==> src/iss_pkg.sv <==
// shared types, constants and codes for the indexed sequence store
`timescale 1ns / 1ps

package iss_pkg;

   localparam int CAPACITY  = 64;
   localparam int WORD_BITS = 32;
   localparam int IDX_BITS  = $clog2(CAPACITY);
   localparam int CNT_BITS  = $clog2(CAPACITY + 1);
   localparam int POS_BITS  = 7;
   localparam int CMP_BITS  = (CNT_BITS > POS_BITS) ? CNT_BITS : POS_BITS;

   localparam logic [2:0] CMD_INS_FRONT = 3'd0;
   localparam logic [2:0] CMD_INS_REAR  = 3'd1;
   localparam logic [2:0] CMD_INS_AT    = 3'd2;
   localparam logic [2:0] CMD_DEL_FRONT = 3'd3;
   localparam logic [2:0] CMD_DEL_REAR  = 3'd4;
   localparam logic [2:0] CMD_DEL_AT    = 3'd5;
   localparam logic [2:0] CMD_READ_AT   = 3'd6;

   localparam logic [1:0] ST_OK     = 2'd0;
   localparam logic [1:0] ST_FULL   = 2'd1;
   localparam logic [1:0] ST_EMPTY  = 2'd2;
   localparam logic [1:0] ST_BADIDX = 2'd3;

   typedef struct packed {
      logic [2:0]  cmd;
      logic [6:0]  position;
      logic [31:0] value;
   } req_type;

   typedef struct packed {
      logic [1:0]  status;
      logic [31:0] read_value;
      logic [6:0]  count;
   } rsp_type;

   // broadcast from the controller to every cell
   typedef struct packed {
      logic                ins;
      logic                del;
      logic [IDX_BITS-1:0] at;
   } shift_type;

endpackage

==> src/iss_cell.sv <==
// one storage cell of the chain: holds one entry and shifts with its neighbors
`timescale 1ns / 1ps

module iss_cell (
   input  logic                           clock,
   input  logic [iss_pkg::IDX_BITS-1:0]   cell_idx,
   input  iss_pkg::shift_type             shift,
   input  logic [iss_pkg::WORD_BITS-1:0]  ins_word,
   input  logic [iss_pkg::WORD_BITS-1:0]  left_word,
   input  logic [iss_pkg::WORD_BITS-1:0]  right_word,
   output logic [iss_pkg::WORD_BITS-1:0]  word
);
   import iss_pkg::*;

   logic [WORD_BITS-1:0] word_ff;
   logic [WORD_BITS-1:0] word_in;

   always_comb begin
      word_in = word_ff;
      if (shift.ins) begin
         if (cell_idx > shift.at) begin
            word_in = left_word;
         end else if (cell_idx == shift.at) begin
            word_in = ins_word;
         end
      end else if (shift.del && (cell_idx >= shift.at)) begin
         word_in = right_word;
      end
   end

   always_ff @(posedge clock) begin
      word_ff <= word_in;
   end

   assign word = word_ff;

endmodule

==> config.mk <==
export PLATFORM = sky130hd
export DESIGN_NAME = iss_cell
export DESIGN_NICKNAME = d
export VERILOG_FILES = /design/src/iss_pkg.sv /design/src/iss_cell.sv
export SDC_FILE = /design/constraint.sdc
export NUM_CORES = 1
export LEC_CHECK = 0
export ABC_AREA = 0
export BUFFER_PORTS_ARGS = -buffer_cell sky130_fd_sc_hd__buf_2
export CAP_MARGIN = 10
export CORE_MARGIN = 1
export CORE_UTILIZATION = 25
export DETAILED_ROUTE_END_ITERATION = 12
export SLEW_MARGIN = 20
export SYNTH_ARGS = -nofsm -noshare
export SYNTH_HDL_FRONTEND = slang
export SYNTH_SLANG_ARGS = --single-unit
export TNS_END_PERCENT = 100
==> constraint.sdc <==
create_clock -name clock -period 5.3 [get_ports clock]
set_input_delay 0.795 -clock clock [delete_from_list [all_inputs] [get_ports clock]]
set_output_delay 0.795 -clock clock [all_outputs]
set_load 0.02 [all_outputs]
# Word-level counts from Yosys, hierarchy flattened
# Cells that the tools add are included.
[op_classes]
n_lt_le_gt_ge = 2
eq_ne = 2
muxes = 4
reduce_logical = 3
[ops]
columns = ["op", "count"]
rows = [
  ["32-bit 2-to-1 mux", 4],
  ["6-bit == test", 1],
  ["6-bit greater-or-equal comparator", 1],
  ["6-bit greater-than comparator", 1],
  ["3-bit by 1-bit inequality test with 1-bit output (second input constant)", 1],
  ["2-bit AND reduction", 1],
  ["2-bit nonzero test", 1],
  ["1-bit logical AND", 1],
]
[totals]
regBits = 32
inputBits = 111
output_inout_bits = 32
word_cells = 12

# Depth between registers and ports, before layout
[depth]
ltp_word = 4
mapped_depth = 7
depth_no_buf = 6

# Worst setup path before layout
# Ideal clock, no wire load.
[synth_timing]
path_kind = "input to register"
from = "input shift[5] (netlist name)"
to = "register word_ff[0] (netlist: word[0]) (enable)"
arrival_ns = 2.285
slack_ns = 2.624
cell_stages = 6
path_buffers = 0
path_cell_list = "inv_1 ha_1 nand2_1 o21a_1 o21ai_0 o21a_1"
[synth_between]
elab_chain_len = 4
elab_cells_between_ends = 7
[synth_lines]
columns = ["element", "line_no", "text"]
rows = [
  ["start: declaration", "iss_cell.sv:7", "input iss_pkg::shift_type shift,"],
  ["6-bit greater-or-equal comparator", "iss_cell.sv:26", "end else if (shift.del && (cell_idx >= shift.at)) begin"],
  ["1-bit logical AND", "iss_cell.sv:26", ""],
  ["2-bit nonzero test (no line)", "--", ""],
  ["2-bit AND reduction (no line) (*)", "--", ""],
  ["end signal: assignment", "iss_cell.sv:32", "word_ff <= word_in;"],
  ["end: declaration", "iss_cell.sv:15", "logic [WORD_BITS-1:0] word_ff;"],
]
# Every way passes the cells marked *; elsewhere a longest branch is shown, timed or not.
# A chain may end at the register's enable or synchronous reset.

# Worst setup path after layout
[layout_timing]
from = "input shift[5] (netlist name)"
to = "register word_ff[11] (netlist: word[11]), data pin"
[layout_between]
elab_chain_len = 3
[layout_lines]
columns = ["element", "line_no", "text"]
rows = [
  ["6-bit greater-than comparator", "iss_cell.sv:21", "if (cell_idx > shift.at) begin"],
  ["32-bit 2-to-1 mux", "iss_cell.sv:21", ""],
  ["32-bit 2-to-1 mux", "iss_cell.sv:20", "if (shift.ins) begin"],
  ["net word_in[11]", "iss_cell.sv:16", "logic [WORD_BITS-1:0] word_in;"],
]
# The timed path passes the listed nets, and every way through them passes these cells.

==> results.cfg <==
[synth]
synth_fa_ha_area_share_pct = 4.07
synth-compound-area-share_pct = 24.6
synth-seq-cells = 32
synthCells = 142
synth_area_per_cell_um2 = 13.0
synthDistinctLibCells = 25
synthesis.area_um2 = 1850
synthMuxAreaShare_pct = 0
ys.warnings.count = 0
synth-xor-area-share_pct = 0
synth_top_family_by_area = compound AO/OA/AOI/OAI gates
yosys.area_share.simple_pct = 14.2
synth_fp_nets = 259
ys_seq_area_share_pct = 52.1

[clocking]
cts.sinks = 32
postCtsSetupRepairBufs = 0
cts_resized = 0
cts-hold-fix-buffers = 0
cts_tree = done
clk_pin_slew_ns = 0.06
cts.htree.levels = 2
cts-buffers-inserted = 5
cts_root_buf = clkbuf_8
clock_path_buffers = 2

[timing]
period_minus_slack_ns = 2.57
finalCritPeriodShare_pct = 48.6
rsz0062_at_grt = no
fin_tns_setup_ns = 0
tightest_slew_ns = 0.927
relSlewSlack_pct = 38.2
finalMaxSlewViolations = 0
setup_viol = 0
fmax_ghz = 0.388
hold_viol = 0

[grt]
antenna_found_initial = 0
grt_overflow_total = 0
met1_usage_pct = 14.3
grt_max_degree = 37
first_global_vias = 1689
busiest_layer = met2
met3_usage_pct = 3.86
grt_pass1_wl_um = 7940
use_met2_pct = 25.4
grt_util_all_layers_pct = 13.6

[final_layout]
layout_commonest_cell = buf_2
finalNonFillerCells = 379
largest_register_ffs = 32
drive_above_1_share_pct = 65.4
syn2layout_area_growth_pct = 48.4
n_antenna_cell = 0
fin_nets = 399
final_cell_mix = buf_2 (142), edfxtp_1 (32), or2_2 (31), o221a_1 (30), inv_1 (9)

[route]
final_antenna_net_count = 0
routed_wl_um = 5250
wl_per_cell_um = 13.9
num_vias = 1719
drtIter0Drc = 36
drt_first_pass_iters = 4
drt-vias-per-instance = 4.54
post-route-drc-count = 0

[worst_setup_path]
arrival_ns = 2.71
crit_slowest_cell = a31oi_4
path_cells = buf_2, inv_1, ha_1, nand4_2, o21bai_4, a31oi_4, o221a_1
endpoint_kind = flip-flop
critPathLaunchType = input pin
cp_max_fo = 31
critical_path.max_stage_delay_ns = 0.77
worstPathRequired_ns = 5.44
crit_type = in -> reg

[pwr]
clockPowerShare_pct = 28.5
switching_share_pct = 28.6
power_frac_seq_pct = 43.0
power_frac_comb_pct = 28.5
ir_worst_vdd_mv = 0.106
leakagePower_uw = 0.00123
p_sw_uw = 225
power.density_nw_per_um2 = 288
p_int_uw = 564

[place]
numPortBuffers = 142
globalplace.congestion = 0.720
place_inst = 371
place_hpwl_um = 3990

[floorplan]
rows = 30
dieArea_um2 = 7730
core_area_um2 = 6940
dieWidth_um = 87.9
die_h_um = 87.9
io_pins = 143
start_util_pct = 26.6

[run]
maxCapViolCount = 0

[worst_hold_path]
hold_class = in -> reg

[status]
status = finished, final reports clean
[layer usage]
| layer | share of wire (%) | up-vias |
|---|---|---|
| met5 | 0 | - |
| li1 | - | 845 |
| met2 | 52 | 73 |
| met1 | 40 | 794 |
| met4 | 1.3 | 0 |
| met3 | 6.8 | 7 |
[power groups by stage]
stage,registers (uW),logic (uW),clock network [uW]
4_1_cts,340,229,233
3_5_place_dp,345,229,0
5_1_grt,344,246,239
2_1_floorplan,401,81.3,0
3_3_place_gp,345,225,0
6_report,339,225,225
[area by class of cell]
cell class / count / area, um^2
multi-input cells: 92 / 807
flip-flops and latches: 32 / 961
clock buffers: 5 / 68.8
well taps: 96 / 120
inverters: 9 / 33.8
clock inverters: 3 / 37.5
fillers: 690 / 4210
repair buffers: 142 / 711
[path summary, 6_finish.rpt]
path,depth (start not counted),from,endpoint
setup / recovery,7,shift[5],word[11]$_DFFE_PP_
hold / removal,2,ins_word[16],word[16]$_DFFE_PP_
[metrics by stage]
step | utilization, % | hold slack, ns | setup slack [ns] | total power (uW) | cell area (um^2)
finish | 39.4 | 0.855 | 2.73 | 789 | 2740
global route | 39.4 | 0.846 | 2.58 | 829 | 2740
CTS | 39.4 | 0.836 | 2.72 | 802 | 2740
detailed placement | 37.9 | 1.14 | 2.42 | 574 | 2630
global placement | 37.9 | 1.13 | 2.43 | 570 | 2630
floorplan | - | 1.03 | 2.62 | 482 | 1850
[worst max-delay path: cells and delay by family]
kind	cells	cell delay, ns
compound gates	3	1.34
fa+ha+maj	1	0.31
simple gates	1	0.15
buf+inv	2	0.10
[cell usage after synthesis]
cell | count | share of area (%)
a211o_4 | 1 | 0.95
a21oi_1 | 5 | 1.4
a31oi_1 | 1 | 0.34
and3_1 | 1 | 0.34
and3b_1 | 1 | 0.47
buf_2 | 3 | 0.81
buf_6 | 3 | 1.8
clkbuf_1 | 3 | 0.61
edfxtp_1 | 32 | 52
ha_1 | 6 | 4.1
inv_1 | 9 | 1.8
nand2_1 | 2 | 0.41
nand2b_1 | 2 | 0.68
nand4_2 | 1 | 0.68
nor2_1 | 1 | 0.20
nor2b_1 | 1 | 0.34
nor3_1 | 2 | 0.54
o21a_1 | 2 | 0.81
o21ai_0 | 1 | 0.27
o21bai_4 | 1 | 1.0
o221a_1 | 30 | 18
o221a_2 | 1 | 0.61
o32ai_1 | 1 | 0.47
o41ai_1 | 1 | 0.47
or2_2 | 31 | 11
[logic make-up after synthesis]
logic type	Yosys count
flops	32
simple gates	42
buf+inv	18
compound gates	44
fa+ha+maj	6
No activity file was read; power rests on OpenSTA's default activity.
