### config.mk
export PLATFORM = sky130hd
export DESIGN_NAME = iss_ctrl
export DESIGN_NICKNAME = d
export VERILOG_FILES = /design/src/iss_pkg.sv /design/src/iss_ctrl.sv
export SDC_FILE = /design/constraint.sdc
export NUM_CORES = 1
export LEC_CHECK = 0
export BUFFER_PORTS_ARGS = -buffer_cell sky130_fd_sc_hd__buf_2
export CAP_MARGIN = 20
export CORE_AREA = 2 2 53 55
export CTS_CLUSTER_DIAMETER = 80
export DETAILED_ROUTE_END_ITERATION = 8
export DIE_AREA = 0 0 55 57
export PLACE_DENSITY = 0.83
export SETUP_SLACK_MARGIN = 0.2
export SLEW_MARGIN = 20
export SYNTH_ARGS = -nofsm -noshare
export SYNTH_HDL_FRONTEND = slang
export SYNTH_SLANG_ARGS = --single-unit
export TNS_END_PERCENT = 10
### constraint.sdc
create_clock -name clock -period 4.85 [get_ports clock]
set_clock_uncertainty 0.15 [all_clocks]
set_input_delay 0.485 -clock clock [delete_from_list [all_inputs] [get_ports clock]]
set_output_delay 0.485 -clock clock [all_outputs]
set_load 0.03 [all_outputs]
### src/iss_pkg.sv
// shared types, constants and codes for the indexed sequence store
`timescale 1ns / 1ps

package iss_pkg;

   localparam int CAPACITY  = 64;
   localparam int WORD_BITS = 32;
   localparam int IDX_BITS  = $clog2(CAPACITY);
   localparam int CNT_BITS  = $clog2(CAPACITY + 1);
   localparam int POS_BITS  = 7;
   localparam int CMP_BITS  = (CNT_BITS > POS_BITS) ? CNT_BITS : POS_BITS;

   localparam logic [2:0] CMD_INS_FRONT = 3'd0;
   localparam logic [2:0] CMD_INS_REAR  = 3'd1;
   localparam logic [2:0] CMD_INS_AT    = 3'd2;
   localparam logic [2:0] CMD_DEL_FRONT = 3'd3;
   localparam logic [2:0] CMD_DEL_REAR  = 3'd4;
   localparam logic [2:0] CMD_DEL_AT    = 3'd5;
   localparam logic [2:0] CMD_READ_AT   = 3'd6;

   localparam logic [1:0] ST_OK     = 2'd0;
   localparam logic [1:0] ST_FULL   = 2'd1;
   localparam logic [1:0] ST_EMPTY  = 2'd2;
   localparam logic [1:0] ST_BADIDX = 2'd3;

   typedef struct packed {
      logic [2:0]  cmd;
      logic [6:0]  position;
      logic [31:0] value;
   } req_type;

   typedef struct packed {
      logic [1:0]  status;
      logic [31:0] read_value;
      logic [6:0]  count;
   } rsp_type;

   // broadcast from the controller to every cell
   typedef struct packed {
      logic                ins;
      logic                del;
      logic [IDX_BITS-1:0] at;
   } shift_type;

endpackage

### src/iss_ctrl.sv
// command decode, status checks and the fill count
`timescale 1ns / 1ps

module iss_ctrl (
   input  logic                          clock,
   input  logic                          reset,
   input  logic                          accept,
   input  iss_pkg::req_type              req,
   output iss_pkg::shift_type            shift,
   output logic                          rd_ok,
   output logic [1:0]                    status,
   output logic [iss_pkg::CNT_BITS-1:0]  count
);
   import iss_pkg::*;

   logic [CNT_BITS-1:0] fill_ff;
   logic [CNT_BITS-1:0] fill_in;
   logic [CMP_BITS-1:0] pos_w;
   logic [CMP_BITS-1:0] fill_w;
   logic                full;
   logic                empty;
   logic                do_ins;
   logic                do_del;
   logic [IDX_BITS-1:0] at;

   assign pos_w  = CMP_BITS'(req.position);
   assign fill_w = CMP_BITS'(fill_ff);
   assign full   = (fill_ff == CNT_BITS'(CAPACITY));
   assign empty  = (fill_ff == '0);

   always_comb begin
      status = ST_OK;
      do_ins = 1'b0;
      do_del = 1'b0;
      rd_ok  = 1'b0;
      at     = '0;
      unique case (req.cmd)
         CMD_INS_FRONT: begin
            if (full) status = ST_FULL;
            else do_ins = 1'b1;
         end
         CMD_INS_REAR: begin
            at = IDX_BITS'(fill_ff);
            if (full) status = ST_FULL;
            else do_ins = 1'b1;
         end
         CMD_INS_AT: begin
            at = IDX_BITS'(req.position);
            if (full) status = ST_FULL;
            else if (pos_w > fill_w) status = ST_BADIDX;
            else do_ins = 1'b1;
         end
         CMD_DEL_FRONT: begin
            if (empty) status = ST_EMPTY;
            else do_del = 1'b1;
         end
         CMD_DEL_REAR: begin
            at = IDX_BITS'(fill_ff - CNT_BITS'(1));
            if (empty) status = ST_EMPTY;
            else do_del = 1'b1;
         end
         CMD_DEL_AT: begin
            at = IDX_BITS'(req.position);
            if (empty) status = ST_EMPTY;
            else if (pos_w >= fill_w) status = ST_BADIDX;
            else do_del = 1'b1;
         end
         CMD_READ_AT: begin
            at = IDX_BITS'(req.position);
            if (empty) status = ST_EMPTY;
            else if (pos_w >= fill_w) status = ST_BADIDX;
            else rd_ok = 1'b1;
         end
         default: ;
      endcase
   end

   always_comb begin
      fill_in = fill_ff;
      if (accept && do_ins) fill_in = fill_ff + CNT_BITS'(1);
      else if (accept && do_del) fill_in = fill_ff - CNT_BITS'(1);
   end

   always_ff @(posedge clock) begin
      if (reset) begin
         fill_ff <= '0;
      end else begin
         fill_ff <= fill_in;
      end
   end

   assign shift.ins = accept & do_ins;
   assign shift.del = accept & do_del;
   assign shift.at  = at;
   assign count     = fill_in;

endmodule

Yosys cells after proc, flatten, opt, wreduce, memory -nomap -nowiden. Index checks and enable logic that the tools add are counted.

Input bits: 45. Bits in registers: 7. Word-level logic and storage cells: 41. Output and inout bits: 18.

Add/subtract/negate cells: 2. Reductions and logical operators: 8. Order comparisons: 2. Muxes and demuxes: 19. Bitwise gates (word level): 2. Equality and inequality tests: 7.

Operator list (count): one-hot mux 6 bit (3 select lines) (1); two-way mux 7 bit (2); two-way mux 2 bit (5); == test 3 bit, second input constant (3); two-way mux 1 bit (8); one-hot mux 2 bit (4 select lines) (1); adder 7 x 1 -> 7 bit, second input constant (1); == test 7 bit, second input constant (1); greater-or-equal comparator 7 bit (1); greater-than comparator 7 bit (1); zero test 7 bit (1); subtractor 7 x 1 -> 7 bit, second input constant (1); == test 3 x 2 -> 1 bit, second input constant (2); OR reduction 2 bit (3); one-hot mux 1 bit (2 select lines) (2); == test 3 x 1 -> 1 bit, second input constant (1); zero test 3 bit (1); OR reduction 3 bit (1); AND 1 bit (2); logical AND 1 bit (2).

Longest topological paths before layout.
Depth after elaboration: 7. Depth in mapped cells: 10. Depth with buffers taken out: 8.

Least setup slack after synthesis. No wires, ideal clock.

Path kind: register to output. Start: register fill_ff[3]. End: output count[2] (netlist name). Cell stages (with the launch flop): 11. Required time: 4.215 ns. Slack: 1.733 ns. Arrival time: 2.482 ns. Path buffers: 2. Cells stage by stage: dfxtp_1 > buf_2 > inv_1 > ha_1 > nand4_2 > or3_1 > o311ai_2 > and3_1 > buf_6 > a22oi_4 > xnor2_1.

Longest elaborated chain between the ends: 7. Elaborated cells on any way between the ends: 16. Those cells by class: order compare (2); eq/ne (1); mux (10); reduce/logical (3).

RTL lines: from (decl) (RTL line iss_ctrl.sv:16) `logic [CNT_BITS-1:0] fill_ff;`; from (signal assigned) (RTL line iss_ctrl.sv:88) `fill_ff <= fill_in;`; greater-or-equal comparator 7 bit (RTL line iss_ctrl.sv:65) `else if (pos_w >= fill_w) status = ST_BADIDX;`; two-way mux 1 bit (RTL line iss_ctrl.sv:65); two-way mux 1 bit; one-hot mux 1 bit (2 select lines) (RTL line iss_ctrl.sv:37) `unique case (req.cmd)`; logical AND 1 bit (RTL line iss_ctrl.sv:81) `else if (accept && do_del) fill_in = fill_ff - CNT_BITS'(1);`; two-way mux 7 bit (RTL line iss_ctrl.sv:81); two-way mux 7 bit * (RTL line iss_ctrl.sv:80) `if (accept && do_ins) fill_in = fill_ff + CNT_BITS'(1);`; to (decl) (RTL line iss_ctrl.sv:12) `output logic [iss_pkg::CNT_BITS-1:0] count`.

Mark *: on every way between the ends. The rest lies on a longest branch, timed or not.

Worst setup path in the final report.
Start: register fill_ff[2]. End: output count[3] (netlist name).

Same word-level chain as after synthesis.

==> metrics <==
IO Count=63; CTS sink count=7; dpl ws=~1.5 ns; Data required, critical path=4.22 ns; Via density=around 5.8; Hold Crit Start=fill_ff[1]; total wire length=2835 um; Final Hold Vio Count=0; htree depth=1; Synth area leaders=dfxtp_1 (12%), ha_1 (9.4%), nor2_1 (6.9%); Most used DFF post-synth=dfxtp_1; die height=57 um; worst-margin pin slew=0.5946 ns; Detailed Route Iter0 Violations=32; WP data arrival=around 3.0 ns; sequential area share after synthesis=11.73%; kind of critical path=reg2out; Placeable Area=roughly 2600 sq um; cts-stage hold buffer count=0; Hold Slack=around 0.38 ns; Clk network pwr share=between 15 and 20%; Final HPWL DP=2222 um; die area=~3100 sq um; first-pass GRT wire length=4692 um; largest net degree at the start of global routing=17; Synth area leader=dfxtp_1; max reg flops=7; switching power total=0.0001565 W; leak pwr=approximately 0.67 nW; max-slew violation count=0; asr flop ratio synth=0%; total grt overflow=0; vias in the first global route=1097; die width=between 50 and 60 um; min cycle time layout=3.660 ns; antenna-violating nets left=0; syn_area_per_cell=about 7.4 sq um; CTS tree=built; Area growth syn-to-layout=12.36%; outcome=completed; GRT Util Overall=19.75%; post-CTS setup buffer count=0; unrepaired setup endpoints after global routing=no; Slew Limit Headroom=60.06%; CP Capture Type=primary output; Syn Inst Count=162; FP Rows=19; Peak Freq=roughly 270 MHz; Max Cap Violations=0; biggest regs=fill_ff: 7 flops; # DRC=0; CTS root buf=clkbuf_4; commonest cells in the netlist=nor2_1 (22), inv_1 (12), a21oi_1 (11), nand2_1 (11); Resize count post-CTS=0; pwr dens=240.9 nW/um^2; Initial Util=45.69%; IR Drop Worst-Case VDD=between 0.2 and 0.25 mV; gp weighted congestion=0.9219; #FFs+latches synth=7; met1 WL=1275 um; count leader, synth=nor2_1; P_int=around 0.00017 W; Clock Tree Buf Depth=2; DRT Pass-1 Iters=4; Via Count=1263; # diodes=0; final net count=240; initial antenna violation count=0; Hold Crit Class=reg2reg; Reg clk slew, reported paths=around 0.06 ns; nature of the critical path startpoint=flip-flop; post-synth top area share=11.73%; Ys Warns=0; Mapped Area=1195 sq um; CP max FO=8; Critical Path Source=fill_ff[2]; Synthesized Nets=216; final worst slack=between 1 and 1.5 ns; Post-synth EDFFs=0; CTS buffer count=3; switching share of power=48.40%; Seq pwr share=22.1%; most flop-heavy register=fill_ff; Final Cycle Share=75.46%; layout cells sized above 1=25.41%; Setup TNS=0 ns; IO buf count=30; worst r2r src=fill_ff[2]; highest metal used=met4; Met3 Routed Length=199 um; routed wl met2=1316 um; synth unique cells=between 40 and 50; worst-skew pair later-pin latency=approximately 0.26 ns; combinational group share of total power=60.8%; # setup viols final=0; WL/cell=13.13 um
-- path summary, 6_finish.rpt --
check | slack, ns | endpoint | cells past startpoint
max | 1.19 | count[3] | 9
min | 0.38 | fill_ff[1] | 2
max reg2reg | 1.90 | fill_ff[2] | 8
min reg2reg | 0.38 | fill_ff[1] | 2
-- cells in the final DEF (no fill, tap or decap), types with 2 or more instances in the layout --
cell	synthesis	layout
a21oi_1	11	11
mux2i_1	3	3
ha_1	9	9
a211oi_1	2	2
o22ai_1	5	5
o21a_1	3	3
mux2_4	3	3
o21ai_0	9	9
a22oi_4	3	3
xnor2_1	8	8
o21ai_1	2	2
nand3_1	5	5
nand2_1	11	11
dfxtp_1	7	7
nor2_1	22	22
mux2_2	2	2
clkbuf_4	0	3
a31oi_1	2	2
nand2b_1	2	2
inv_1	12	12
nor3_1	7	7
and3_1	2	2
or3_1	3	3
buf_2	2	30
-- power by group through the flow --
stage,logic (W),clock network (W),registers [W]
after global routing,0.000217,0.0000603,0.0000725
after floorplan,0.000163,0,0.0000660
after CTS,0.000196,0.0000559,0.0000717
after global placement,0.000194,0,0.0000725
final,0.000197,0.0000554,0.0000715
after detailed placement,0.000195,0,0.0000728
-- metal layers --
layer  vias up  track usage, %
met3         6           6.021
met1       574           26.05
li1        630               -
met2        53           31.80
met4         0           3.484
met5         -               0
-- worst max-delay path, stage by stage (launching register included) --
cell      delay, ns
dfxtp_1        0.52
inv_1          0.17
ha_1           0.35
a21oi_1        0.16
a21oi_1        0.12
o311ai_2       0.34
and3_1         0.54
a22oi_4        0.11
xnor2_1        0.21
buf_2          0.23
-- area by class of cell --
class | count | area, sq um
Fill cell | 283 | 1272
Multi-Input combinational cell | 132 | 942.2
Timing Repair Buffer | 30 | 150.1
Sequential cell | 7 | 140.1
Inverter | 12 | 45.04
Tap cell | 31 | 38.79
Clock buffer | 4 | 26.28
-- kinds of logic (layout without fill, tap and decap cells) --
logic type               after synthesis  in the layout  synth area share, %
adder cells (fa/ha/maj)                9              9                9.424
multiplexers                           9              9                9.110
AO/OA/AOI/OAI                         45             45                28.06
flip-flops                             7              7                11.73
AND/OR/NAND/NOR                       61             61                26.39
buffers and inverters                 23             46                9.423
XOR/XNOR                               8              8                5.864
-- metrics by stage --
| stage | instances | power (W) | utilization [%] | instance area, sq um |
|---|---|---|---|---|
| 2_1_floorplan | 162 | 0.0002294 | - | 1195 |
| 3_3_place_gp | 212 | 0.0002661 | 50.33 | 1316 |
| 3_5_place_dp | 212 | 0.0002683 | 50.33 | 1316 |
| 4_1_cts | 216 | 0.0003239 | 51.34 | 1343 |
| 5_1_grt | 216 | 0.0003495 | 51.34 | 1343 |
| 6_report | 216 | 0.0003234 | 51.34 | 1343 |
No activity file was read; power rests on OpenSTA's default activity.
